[config.mk]
export PLATFORM = sky130hd
export DESIGN_NAME = lsum_pos
export DESIGN_NICKNAME = d
export VERILOG_FILES = /design/src/hdl/lsum_pkg.sv /design/src/hdl/lsum_pos.sv
export VERILOG_INCLUDE_DIRS = /design/src /design/src/hdl
export SDC_FILE = /design/constraint.sdc
export NUM_CORES = 1
export LEC_CHECK = 0
export BUFFER_PORTS_ARGS = -buffer_cell sky130_fd_sc_hd__buf_2
export CAP_MARGIN = 20
export CORE_MARGIN = 4
export CORE_UTILIZATION = 37
export DETAILED_ROUTE_END_ITERATION = 10
export MAX_ROUTING_LAYER = met4
export PLACE_DENSITY = 0.58
export SLEW_MARGIN = 20
export SYNTH_ARGS = -nofsm -noshare
export SYNTH_HDL_FRONTEND = slang
export SYNTH_SLANG_ARGS = --single-unit
[constraint.sdc]
create_clock -name clk -period 3.8 [get_ports clk]
set_clock_uncertainty 0.15 [all_clocks]
set_input_delay 0 -clock clk [delete_from_list [all_inputs] [get_ports clk]]
set_output_delay 0 -clock clk [all_outputs]
set_load 0.05 [all_outputs]
[src/hdl/predictor_local_sum_core_assert.svh]
// assertion macros shared by the local sum core modules
`ifndef PREDICTOR_LOCAL_SUM_CORE_ASSERT_SVH
`define PREDICTOR_LOCAL_SUM_CORE_ASSERT_SVH

// same-cycle implication
`define LSUM_ASSERT_NOW(lbl, ante, cons, msg) \
	lbl: assert property (@(posedge clk) disable iff (!arst_n) (ante) |-> (cons)) \
		else $error(msg);

// next-cycle implication
`define LSUM_ASSERT_NEXT(lbl, ante, cons, msg) \
	lbl: assert property (@(posedge clk) disable iff (!arst_n) (ante) |=> (cons)) \
		else $error(msg);

`endif

[src/hdl/lsum_pkg.sv]
`default_nettype none
package lsum_pkg;
	localparam int SAMPLE_BITS_DEF = 16;
	localparam int MAX_LINE_DEF    = 1024;
	localparam int SUM_W           = 18;
	localparam int CFG_IDX_W       = 2;
	localparam int CFG_DATA_W      = 16;
	localparam int WIDTH_W         = 11;
	localparam int ROWS_W          = 16;
	localparam int MID_W           = 16;
	localparam int MODE_W          = 2;

	localparam logic [CFG_IDX_W-1:0] CFG_SUM_MODE   = 2'd0;
	localparam logic [CFG_IDX_W-1:0] CFG_LINE_WIDTH = 2'd1;
	localparam logic [CFG_IDX_W-1:0] CFG_FRAME_ROWS = 2'd2;
	localparam logic [CFG_IDX_W-1:0] CFG_MID_SAMPLE = 2'd3;

	localparam logic [MODE_W-1:0] MODE_WIDE_NBR   = 2'd0;
	localparam logic [MODE_W-1:0] MODE_NARROW_NBR = 2'd1;
	localparam logic [MODE_W-1:0] MODE_WIDE_COL   = 2'd2;
	localparam logic [MODE_W-1:0] MODE_NARROW_COL = 2'd3;

	localparam logic [MODE_W-1:0]  RST_SUM_MODE   = MODE_WIDE_NBR;
	localparam logic [WIDTH_W-1:0] RST_LINE_WIDTH = 11'd1024;
	localparam logic [ROWS_W-1:0]  RST_FRAME_ROWS = 16'd1024;
	localparam logic [MID_W-1:0]   RST_MID_SAMPLE = 16'd32768;

	typedef struct packed {
		logic first_col;
		logic first_row;
		logic band_nz;
		logic right;
		logic origin;
	} pos_t;
endpackage
`default_nettype wire

[src/hdl/lsum_pos.sv]
`default_nettype none
`include "predictor_local_sum_core_assert.svh"
module lsum_pos #(
	parameter int MAX_LINE = lsum_pkg::MAX_LINE_DEF
) (
	input  wire logic                            clk,
	input  wire logic                            arst_n,
	input  wire logic                            take,
	input  wire logic                            start,
	input  wire logic [lsum_pkg::WIDTH_W-1:0]    line_width,
	input  wire logic [lsum_pkg::ROWS_W-1:0]     frame_rows,
	output logic      [$clog2(MAX_LINE)-1:0]     x,
	output lsum_pkg::pos_t                       pos
);
	localparam int COL_W = $clog2(MAX_LINE);
	localparam int CMP_W = ((COL_W + 1) > (lsum_pkg::WIDTH_W + 1)) ?
		(COL_W + 1) : (lsum_pkg::WIDTH_W + 1);
	localparam int ROW_W = lsum_pkg::ROWS_W;

	logic [COL_W-1:0] col_q;
	logic [ROW_W-1:0] row_q;
	logic             band_q;

	logic [CMP_W-1:0] w_ext;
	logic [CMP_W-1:0] w_eff;
	logic [ROW_W-1:0] y;
	logic [ROW_W:0]   y_inc;
	logic [ROW_W:0]   rows_eff;

	always_comb begin
		w_ext = CMP_W'(line_width);
		priority if (w_ext < CMP_W'(2)) begin
			w_eff = CMP_W'(2);
		end else if (w_ext > CMP_W'(MAX_LINE)) begin
			w_eff = CMP_W'(MAX_LINE);
		end else begin
			w_eff = w_ext;
		end
		rows_eff = (frame_rows == '0) ? (ROW_W+1)'(1) : {1'b0, frame_rows};
		x        = start ? '0 : col_q;
		y        = start ? '0 : row_q;
		y_inc    = {1'b0, y} + (ROW_W+1)'(1);
		pos.first_col = (x == '0);
		pos.first_row = (y == '0);
		pos.band_nz   = band_q & ~start;
		pos.right     = ((CMP_W'(x) + CMP_W'(1)) >= w_eff);
		pos.origin    = pos.first_col & pos.first_row;
	end

	always_ff @(posedge clk or negedge arst_n) begin
		if (!arst_n) begin
			col_q  <= '0;
			row_q  <= '0;
			band_q <= 1'b0;
		end else if (take) begin
			if (pos.right) begin
				col_q <= '0;
				if (y_inc >= rows_eff) begin
					row_q  <= '0;
					band_q <= 1'b1;
				end else begin
					row_q  <= y_inc[ROW_W-1:0];
					band_q <= pos.band_nz;
				end
			end else begin
				col_q  <= x + COL_W'(1);
				row_q  <= y;
				band_q <= pos.band_nz;
			end
		end
	end

	`LSUM_ASSERT_NEXT(a_row_wrap, take && pos.right, col_q == '0, "column did not wrap at row end")
	`LSUM_ASSERT_NEXT(a_start_clears, take && start && !pos.right, row_q == '0 && !band_q, "start of image did not restart position")
endmodule
`default_nettype wire
==> flow_metrics.env, run 1 <==
export IMPL_outcome="finished, final reports clean"
export IMPL_holdCritStartpoint="start"
export IMPL_synth_ff_type="dfrtp_1"
export IMPL_initial_utilization_pct=38.4
export IMPL_p_leak_nw=1.55
export IMPL_layout_drive_gt1_share_pct=20.6
export IMPL_worstHoldEndpoint="row_q[0]$_DFFE_PN0P_"
export IMPL_cp_max_fo=14
export IMPL_finalInstanceArea_sq_mm=0.00310
export IMPL_synth_edff_count=0
export IMPL_setup_worst_path_end_class="register"
export IMPL_wl_per_cell_microns=14.0
export IMPL_fp_dieH_microns=92.2
export IMPL_ff2ff_setup_slack_ps=290
export IMPL_p_per_area_mw_per_mm2=221
export IMPL_hp_class="primary input to register"
export IMPL_synthDistinctLibCells=55
export IMPL_cts_setup_buffers=0
export IMPL_cp_arrival_ps=3580
export IMPL_mostFrequentLayoutCells="buf_2 (45), inv_1 (34), ha_1 (31), nand2_1 (29), nor2_1 (27)"
export IMPL_vias_per_cell=5.15
export IMPL_tns_ps=0
export IMPL_worstMarginPinSlew_ps=616
export IMPL_postSynth_asyncResetShare_pct=100
export IMPL_internal_power_mw=0.446
export IMPL_antenna_cells=0
export IMPL_antenna_found_initial=0
export IMPL_htree_levels=1
export IMPL_rr_startpoint="col_q[0]$_DFFE_PN0P_"
export IMPL_min_period_ps=3510
export IMPL_port_buffers=45
export IMPL_pwr_share_seq_pct=45.0
export IMPL_crit_type="register to register"
export IMPL_cp_startpoint="col_q[0]$_DFFE_PN0P_"
export IMPL_r2r_cells=15
export IMPL_dp_hpwl_mm=5.37
export IMPL_cp_required_ps=3860
export IMPL_wirelength_mm=6.70
export IMPL_synthCells=333
export IMPL_setup_viol=0
export IMPL_swShare_pct=34.7
export IMPL_globalRouteTotalUtil_pct=17.0
export IMPL_power_frac_comb_pct=30.6
export IMPL_syn_area_sq_mm=0.00262
export IMPL_drt_first_pass_iters=5
export IMPL_drc=0
export IMPL_pin_count=46
export IMPL_die_w_microns=92.2
export IMPL_cap_violations=0
export IMPL_clock_fmax_mhz=285
export IMPL_crit_path_start_kind="register"
export IMPL_grt_pass1_vias=2430
export IMPL_layout_nets=446
export IMPL_clockRootBuffer="clkbuf_8"
export IMPL_synth_net_count=395
export IMPL_rsz0062_at_grt="false"
export IMPL_grt_first_pass_wirelength_mm=11.5
export IMPL_hold_viol=0
export IMPL_p_clk_share_pct=24.4
export IMPL_grt_overflow=0
export IMPL_vdd_ir_drop_max_mv=0.130
export IMPL_clk_pin_slew_ps=90
export IMPL_drtIter0Drc=139
export IMPL_synth_seq_cells=27
export IMPL_rows=30
export IMPL_cts_buffers=3
export IMPL_ant_nets=0
export IMPL_power_switching_mw=0.237
export IMPL_whs_path_depth=3
export IMPL_gp_congestion=0.861
export IMPL_seq_area_frac_synth_pct=25.8
export IMPL_grt_max_degree=34
export IMPL_vias=2468
export IMPL_regToRegEndpoint="row_q[3]$_DFFE_PN0P_"
export IMPL_core_sq_mm=0.00683
export IMPL_die_area_sq_mm=0.00850
export IMPL_final_common_cell="buf_2"
export IMPL_relSlewSlack_pct=58.9
export IMPL_dpl_cell_area_sq_mm=0.00302
export IMPL_cts_tree="done"
export IMPL_area_growth_pct=18.2
export IMPL_yosysWarningCount=0
export IMPL_insertion_delay_ps=270
export IMPL_post_route_period_util_pct=92.5
export IMPL_slew_violations=0
export IMPL_syn_area_per_cell_sq_um=7.87
export IMPL_final_util_pct=45.3
export IMPL_cts_max_path_buffers=2
export IMPL_cts_sinks=27
==> worst max-delay path by stage <==
stage | end | slack (ps)
floorplan | row_q[0]$_DFFE_PN0P_ | 20
global placement | row_q[4]$_DFFE_PN0P_ | 40
detailed placement | row_q[5]$_DFFE_PN0P_ | 60
CTS | row_q[3]$_DFFE_PN0P_ | 30
global route | row_q[3]$_DFFE_PN0P_ | 30
finish | row_q[3]$_DFFE_PN0P_ | 290
==> power by group through the flow <==
stage | clock, mW | combinational [mW] | sequential (mW)
final | 0.167 | 0.209 | 0.308
after global routing | 0.182 | 0.236 | 0.310
after CTS | 0.172 | 0.210 | 0.308
after detailed placement | 0 | 0.209 | 0.313
after global placement | 0 | 0.205 | 0.313
after floorplan | 0 | 0.141 | 0.310
==> metrics by stage <==
step / instances / worst slack, ps / hold slack [ps] / total power, mW
2_1_floorplan: 333 / 20.4 / -446 / 0.451
3_3_place_gp: 474 / 41.2 / -85.6 / 0.519
3_5_place_dp: 474 / 61.8 / -92.6 / 0.522
4_1_cts: 479 / 28.0 / 22.0 / 0.690
5_1_grt: 479 / 28.0 / 81.6 / 0.727
6_report: 479 / 285 / 25.9 / 0.683
==> logic make-up after synthesis <==
kind of cell | count (synthesis) | synth area share [%]
XOR/XNOR | 15 | 5.01
adder cells (fa/ha/maj) | 31 | 14.8
AO/OA/AOI/OAI | 72 | 18.9
flip-flops | 27 | 25.8
multiplexers | 1 | 0.382
buffers and inverters | 47 | 7.35
AND/OR/NAND/NOR | 140 | 27.8
==> synth_stat cells, drive strengths merged (3+ instances only) <==
master	number	share of area, %
nand2b	4	0.95
nor3	7	1.5
nor2b	10	2.4
ha	31	15
xor2	7	2.3
buf	6	1.5
nor2	31	4.5
nand2	31	4.8
a21oi	11	2.2
o21ai	26	5.0
nand4	6	2.0
and2	4	0.95
and3	4	0.95
nand3	24	4.6
or3	3	0.72
inv	34	4.9
dfrtp	27	26
xnor2	8	2.7
nor4	8	1.9
a21o	4	1.1
a22o	10	3.3
clkbuf	6	0.86
==> critical path, stage by stage, from the launching register on <==
cell and delay, ps:
dfrtp_1 360, inv_1 70, nor2_4 110, inv_1 90, nor3_2 180, nand4_1 190, or4_1 450, xnor2_1 170
ha_1 290, nor2_1 50, nor4_1 320, a221oi_2 140, inv_1 140, nand2_1 130, nor2_4 390, a22o_1 210
==> layout make-up <==
class	count	area [sq um]
Inverter	35	131
Timing Repair Buffer	58	325
Sequential cell	27	677
Fill cell	693	3730
Clock buffer	4	45.0
Tap cell	96	120
Multi-Input combinational cell	259	1800
==> metal layers <==
layer / global-route usage (%) / part of all wire, % / up-vias
met3: 2.54 / 2.9 / 6
met1: 25.1 / 51 / 1136
met4: 3.09 / 0.79 / 0
met2: 24.8 / 46 / 42
met5: - / 0 / -
li1: - / - / 1284
==> sequential cells by signal (all words and copies together), names as in the netlist <==
signal and cells:
row_q 16, col_q 10, band_q 1
==> timing repair <==
item / 4_1_cts / 5_1_grt
endpoints found under the setup margin: 0 / 16
hold buffers: 1 / 0
endpoints found under the hold margin: 27 / 0
gates resized for setup: 0 / 6
Note: power is estimated with default switching activity, not from simulation.
==> run 2: changes to the inputs <==
- CELL_PAD_IN_SITES_DETAIL_PLACEMENT: not set -> 2
- CELL_PAD_IN_SITES_GLOBAL_PLACEMENT: not set -> 2
- CORE_UTILIZATION: 37 -> 33
- PLACE_DENSITY: 0.58 -> 0.82
==> flow_metrics.env, run 2 (synthesized netlist as in run 1, its figures left out) <==
export IMPL_outcome="finished, final reports clean"
export IMPL_wirelength_mm=9.14
export IMPL_post_place_cells=482
export IMPL_area_growth_pct=22.0
export IMPL_p_clk_share_pct=25.0
export IMPL_gp_congestion=0.770
export IMPL_cp_slowest_cell="or4_1"
export IMPL_drtIter0Drc=95
export IMPL_final_fill_count=917
export IMPL_worst_path_largest_cell_delay_ps=480
export IMPL_cts_sinks=27
export IMPL_die_w_microns=97.1
export IMPL_p_leak_nw=1.60
export IMPL_regToRegEndpoint="row_q[6]$_DFFE_PN0P_"
export IMPL_largest_reg_flops=16
export IMPL_pwr_share_seq_pct=43.3
export IMPL_cp_startpoint="col_q[0]$_DFFE_PN0P_"
export IMPL_drt_first_pass_iters=4
export IMPL_hold_slack_ps=94.4
export IMPL_p_per_area_mw_per_mm2=223
export IMPL_finalInstanceArea_sq_mm=0.00320
export IMPL_cp_num_buf_inv=4
export IMPL_drc=0
export IMPL_grt_max_degree=34
export IMPL_pin_count=46
export IMPL_clk_pin_slew_ps=100
export IMPL_relSlewSlack_pct=54.8
export IMPL_cts_max_path_buffers=2
export IMPL_insertion_delay_ps=280
export IMPL_internal_power_mw=0.452
export IMPL_vias_per_cell=5.45
export IMPL_port_buffers=45
export IMPL_vdd_ir_drop_max_mv=0.127
export IMPL_clock_fmax_mhz=269
export IMPL_htree_levels=1
export IMPL_whs_path_depth=3
export IMPL_vias=2669
export IMPL_die_area_sq_mm=0.00943
export IMPL_cp_max_fo=19
export IMPL_rsz0062_at_grt="true"
export IMPL_wl_per_cell_microns=18.6
export IMPL_final_common_cell="buf_2"
export IMPL_min_period_ps=3720
export IMPL_hp_class="primary input to register"
export IMPL_cp_required_ps=3830
export IMPL_rr_startpoint="col_q[0]$_DFFE_PN0P_"
export IMPL_rows=32
export IMPL_core_sq_mm=0.00773
export IMPL_initial_utilization_pct=33.9
export IMPL_path_cells="inv_1, nor2_4, inv_1, nor3_2, nand4_1, or4_1, xnor2_2, ha_1, nor2_1, nor4_1, a221oi_2, buf_4, buf_6, a31oi_1, o21ai_0, a22o_1"
export IMPL_multi_input_area_sq_mm=0.00183
export IMPL_power_switching_mw=0.260
export IMPL_cts_buffers=3
export IMPL_grt_pass1_vias=2956
export IMPL_setup_worst_path_end_class="register"
export IMPL_layout_drive_gt1_share_pct=22.2
export IMPL_globalRouteTotalUtil_pct=19.9
export IMPL_ant_nets=0
export IMPL_seq_area_sq_um=676
export IMPL_dp_hpwl_mm=7.25
export IMPL_regMostFlops="row_q"
export IMPL_crit_path_start_kind="register"
export IMPL_tns_ps=0
export IMPL_worstHoldEndpoint="col_q[4]$_DFFE_PN0P_"
export IMPL_holdCritStartpoint="take"
export IMPL_stdcell_count=490
export IMPL_hold_viol=0
export IMPL_ff2ff_setup_slack_ps=80
export IMPL_crit_type="register to register"
export IMPL_top_regs="row_q: 16 flops, col_q: 10 flops, band_q: 1 flops"
export IMPL_cap_violations=0
export IMPL_setup_viol=0
export IMPL_antenna_cells=0
export IMPL_critPathTopFamily="simple AND/OR/NAND/NOR gates"
export IMPL_cpMostUsedCell="inv_1"
export IMPL_r2r_cells=16
export IMPL_power_frac_comb_pct=31.7
export IMPL_cts_tree="done"
export IMPL_slew_violations=0
export IMPL_mostFrequentLayoutCells="buf_2 (45), inv_1 (34), ha_1 (31), nand2_1 (29), dfrtp_1 (27)"
export IMPL_grt_overflow=0
export IMPL_antenna_found_initial=0
export IMPL_fp_dieH_microns=97.1
export IMPL_grt_first_pass_wirelength_mm=15.2
export IMPL_worstMarginPinSlew_ps=679
export IMPL_p_total_mw=0.712
export IMPL_swShare_pct=36.5
export IMPL_dpl_cell_area_sq_mm=0.00306
export IMPL_cp_arrival_ps=3750
export IMPL_layout_nets=451
export IMPL_clockRootBuffer="clkbuf_8"
export IMPL_post_route_period_util_pct=97.8
[run 2: how the worst max path moves through the flow]
stage                                  endpoint  cells past startpoint  slack [ps]
after floorplan            row_q[0]$_DFFE_PN0P_                     17          20
after global placement    row_q[10]$_DFFE_PN0P_                     15         100
after detailed placement  row_q[11]$_DFFE_PN0P_                     12         -30
after CTS                  row_q[5]$_DFFE_PN0P_                     14          70
after global routing       row_q[6]$_DFFE_PN0P_                     16        -130
final                      row_q[6]$_DFFE_PN0P_                     16          80
[run 2: power by group through the flow]
stage                     Clock (mW)  Sequential, mW  Combinational [mW]
final                          0.178           0.308               0.226
after global routing           0.195           0.310               0.251
after CTS                      0.182           0.308               0.224
after detailed placement           0           0.314               0.222
after global placement             0           0.313               0.210
after floorplan                    0           0.310               0.141
[run 2: per-layer routing]
layer / wire length, microns / global-route usage, %
met1: 4280 / 26.7
met2: 4620 / 33.5
met3: 176 / 2.15
met4: 68 / 2.38
met5: 0 / -
[run 2: final cells by class]
cell class,count,area share (%)
sequential,27,21.1
timing repair buffer,63,12.3
multi-input combinational,259,57.1
inverter,35,4.11
clock buffer,4,1.41
tap,102,3.99
[run 2: repair_timing]
item | CTS | global route
hold buffers | 1 | 0
pin swaps | 0 | 5
setup endpoints to repair | 14 | 17
gates cloned | 0 | 0
buffers inserted | 0 | 3
gates resized for setup | 2 | 9
hold endpoints to repair | 27 | 0
[run 2: worst register-to-register path, stage by stage, from the launching register on]
cell      delay (ps)
dfrtp_1          360
inv_1             70
nor2_4           120
inv_1            100
nor3_2           190
nand4_1          190
or4_1            480
xnor2_2          180
ha_1             290
nor2_1            50
nor4_1           350
a221oi_2         150
buf_4            160
buf_6            160
a31oi_1          230
o21ai_0          150
a22o_1           230
[run 2: metrics by stage]
step	util [%]	setup WS, ps
after floorplan	-	20.4
after global placement	39.6	101
after detailed placement	39.6	-31.2
after CTS	40.4	74.1
after global routing	41.4	-125
final	41.4	82.0
==> run 3: changes to the inputs <==
==> constraint.sdc (replaced) <==
create_clock -name clk -period 3.8 [get_ports clk]
set_clock_uncertainty 0.15 [all_clocks]
set_input_delay 0.57 -clock clk [delete_from_list [all_inputs] [get_ports clk]]
set_output_delay 0.57 -clock clk [all_outputs]
set_load 0.05 [all_outputs]
==> flow_metrics.env, run 3 (synthesized netlist as in run 1, its figures left out) <==
export IMPL_swShare_pct=38.8
export IMPL_worst_path_largest_cell_delay_ps=500
export IMPL_top_regs="row_q: 16 flops, col_q: 10 flops, band_q: 1 flops"
export IMPL_post_place_cells=508
export IMPL_vias_per_cell=5.61
export IMPL_layout_nets=473
export IMPL_power_switching_mw=0.296
export IMPL_rsz0062_at_grt="true"
export IMPL_grt_overflow=0
export IMPL_internal_power_mw=0.467
export IMPL_final_common_cell="buf_2"
export IMPL_area_growth_pct=34.5
export IMPL_gp_congestion=0.790
export IMPL_insertion_delay_ps=300
export IMPL_crit_type="register to primary output"
export IMPL_top_layer="met4"
export IMPL_finalInstanceArea_sq_mm=0.00352
export IMPL_p_per_area_mw_per_mm2=216
export IMPL_antenna_found_initial=0
export IMPL_p_total_mw=0.763
export IMPL_antenna_cells=0
export IMPL_drtIter0Drc=94
export IMPL_pwr_share_seq_pct=40.5
export IMPL_power_frac_comb_pct=34.7
export IMPL_cp_arrival_ps=3090
export IMPL_die_w_microns=97.1
export IMPL_path_cells="inv_2, nor2_4, inv_2, nor3_4, nand4_1, or4_4, xnor2_4, ha_4, nor2_4, nor4_4, a221oi_2, inv_2, buf_6"
export IMPL_dpl_cell_area_sq_mm=0.00334
export IMPL_final_setup_worst_slack_ps=-6.55
export IMPL_clk_pin_slew_ps=110
export IMPL_globalRouteTotalUtil_pct=26.0
export IMPL_wirelength_mm=11.9
export IMPL_stdcell_count=512
export IMPL_pin_count=46
export IMPL_cts_max_path_buffers=2
export IMPL_rows=32
export IMPL_drt_met1_wl_mm=5.18
export IMPL_ff2ff_setup_slack_ps=190
export IMPL_cpMostUsedCell="inv_2"
export IMPL_outcome="finished, violations left"
export IMPL_port_buffers=45
export IMPL_clock_fmax_mhz=263
export IMPL_worstMarginPinSlew_ps=704
export IMPL_setup_viol=1
export IMPL_slew_violations=0
export IMPL_violations="negative setup slack"
export IMPL_regMostFlops="row_q"
export IMPL_cts_sinks=27
export IMPL_grt_first_pass_wirelength_mm=18.9
export IMPL_post_route_period_util_pct=100
export IMPL_cp_required_ps=3080
export IMPL_p_leak_nw=1.75
export IMPL_hp_class="primary input to asynchronous set/reset pin"
export IMPL_drc=0
export IMPL_min_period_ps=3810
export IMPL_core_sq_mm=0.00773
export IMPL_clockRootBuffer="clkbuf_8"
export IMPL_pre_cts_slack_ps=-166
export IMPL_cp_slowest_cell="or4_4"
export IMPL_layout_drive_gt1_share_pct=31.7
export IMPL_relSlewSlack_pct=53.0
export IMPL_mostFrequentLayoutCells="buf_2 (44), buf_4 (38), inv_1 (31), nand2_1 (27), ha_1 (27)"
export IMPL_dp_hpwl_mm=8.33
export IMPL_grt_max_degree=34
export IMPL_crit_path_start_kind="register"
export IMPL_postCtsHoldBufs=0
export IMPL_dr_wl_met3_microns=358
export IMPL_setup_worst_path_end_class="primary output"
export IMPL_vdd_ir_drop_max_mv=0.137
export IMPL_met2_length_mm=6.09
export IMPL_largest_reg_flops=16
export IMPL_cts_tree="done"
export IMPL_cap_violations=0
export IMPL_die_area_sq_mm=0.00943
export IMPL_grt_pass1_vias=3296
export IMPL_ant_nets=0
export IMPL_wl_per_cell_microns=23.2
export IMPL_cts_buffers=3
export IMPL_p_clk_share_pct=24.7
export IMPL_cp_max_fo=2
export IMPL_vias=2871
export IMPL_drt_first_pass_iters=5
export IMPL_hold_viol=0
export IMPL_htree_levels=1
export IMPL_initial_utilization_pct=33.9
export IMPL_fp_dieH_microns=97.1
run 3: cell types whose count changed in the layout (fill, tap and decap cells not counted), sizes merged:
cell | previous run | this run
buf | 62 | 85
dlygate4sd3 | 1 | 0
run 3: path summary, 6_finish.rpt:
check                                       end                  from  cells after the start
setup reg to reg           row_q[2]$_DFFE_PN0P_  row_q[0]$_DFFE_PN0P_                     13
min in group clk             band_q$_DFFE_PN0P_    band_q$_DFFE_PN0P_                      1
setup / recovery                         pos[1]  col_q[0]$_DFFE_PN0P_                     13
hold / removal             col_q[0]$_DFFE_PN0P_                arst_n                      1
max in group asynchronous  row_q[3]$_DFFE_PN0P_                arst_n                      1
hold reg to reg              band_q$_DFFE_PN0P_    band_q$_DFFE_PN0P_                      1
run 3: metal layers:
metal	track usage, %	up-vias
met5	-	-
met4	6.48	0
met3	2.94	16
met2	45.1	69
met1	32.3	1448
li1	-	1338
run 3: timing repair:
item | in CTS | in global routing
resized for setup | 14 | 12
pin swaps | 6 | 4
gates cloned | 0 | 0
buffers inserted | 0 | 0
setup endpoints to repair | 2 | 18
run 3: worst max-delay path: cells and delay by family (launching register included):
kind,cells,cell delay (ps)
compound gates,1,350
xor+xnor,1,240
fa+ha+maj,1,250
buf+inv,4,360
flops,1,390
simple gates,6,1180
run 3: metrics by stage:
| step | setup TNS (ps) | util [%] | hold slack [ps] |
|---|---|---|---|
| final | -6.55 | 45.6 | 150 |
| after floorplan | -99.9 | - | 124 |
| after global routing | -137 | 45.6 | 205 |
| after detailed placement | -2460 | 43.2 | 334 |
| after global placement | -17.7 | 43.2 | 333 |
| after CTS | 0 | 45.0 | 182 |
run 3: layout make-up:
type	count	area [sq um]
repair buffers	85	557
flip-flops and latches	27	677
clock buffers	4	45.0
well taps	102	128
multi-input cells	259	1990
inverters	35	131
fillers	870	4200
run 3: power by group through the flow:
stage | clock network [mW] | registers, mW | logic [mW]
2_1_floorplan | 0 | 0.310 | 0.156
3_3_place_gp | 0 | 0.313 | 0.229
4_1_cts | 0.188 | 0.309 | 0.256
5_1_grt | 0.200 | 0.310 | 0.288
3_5_place_dp | 0 | 0.314 | 0.245
6_report | 0.189 | 0.309 | 0.265
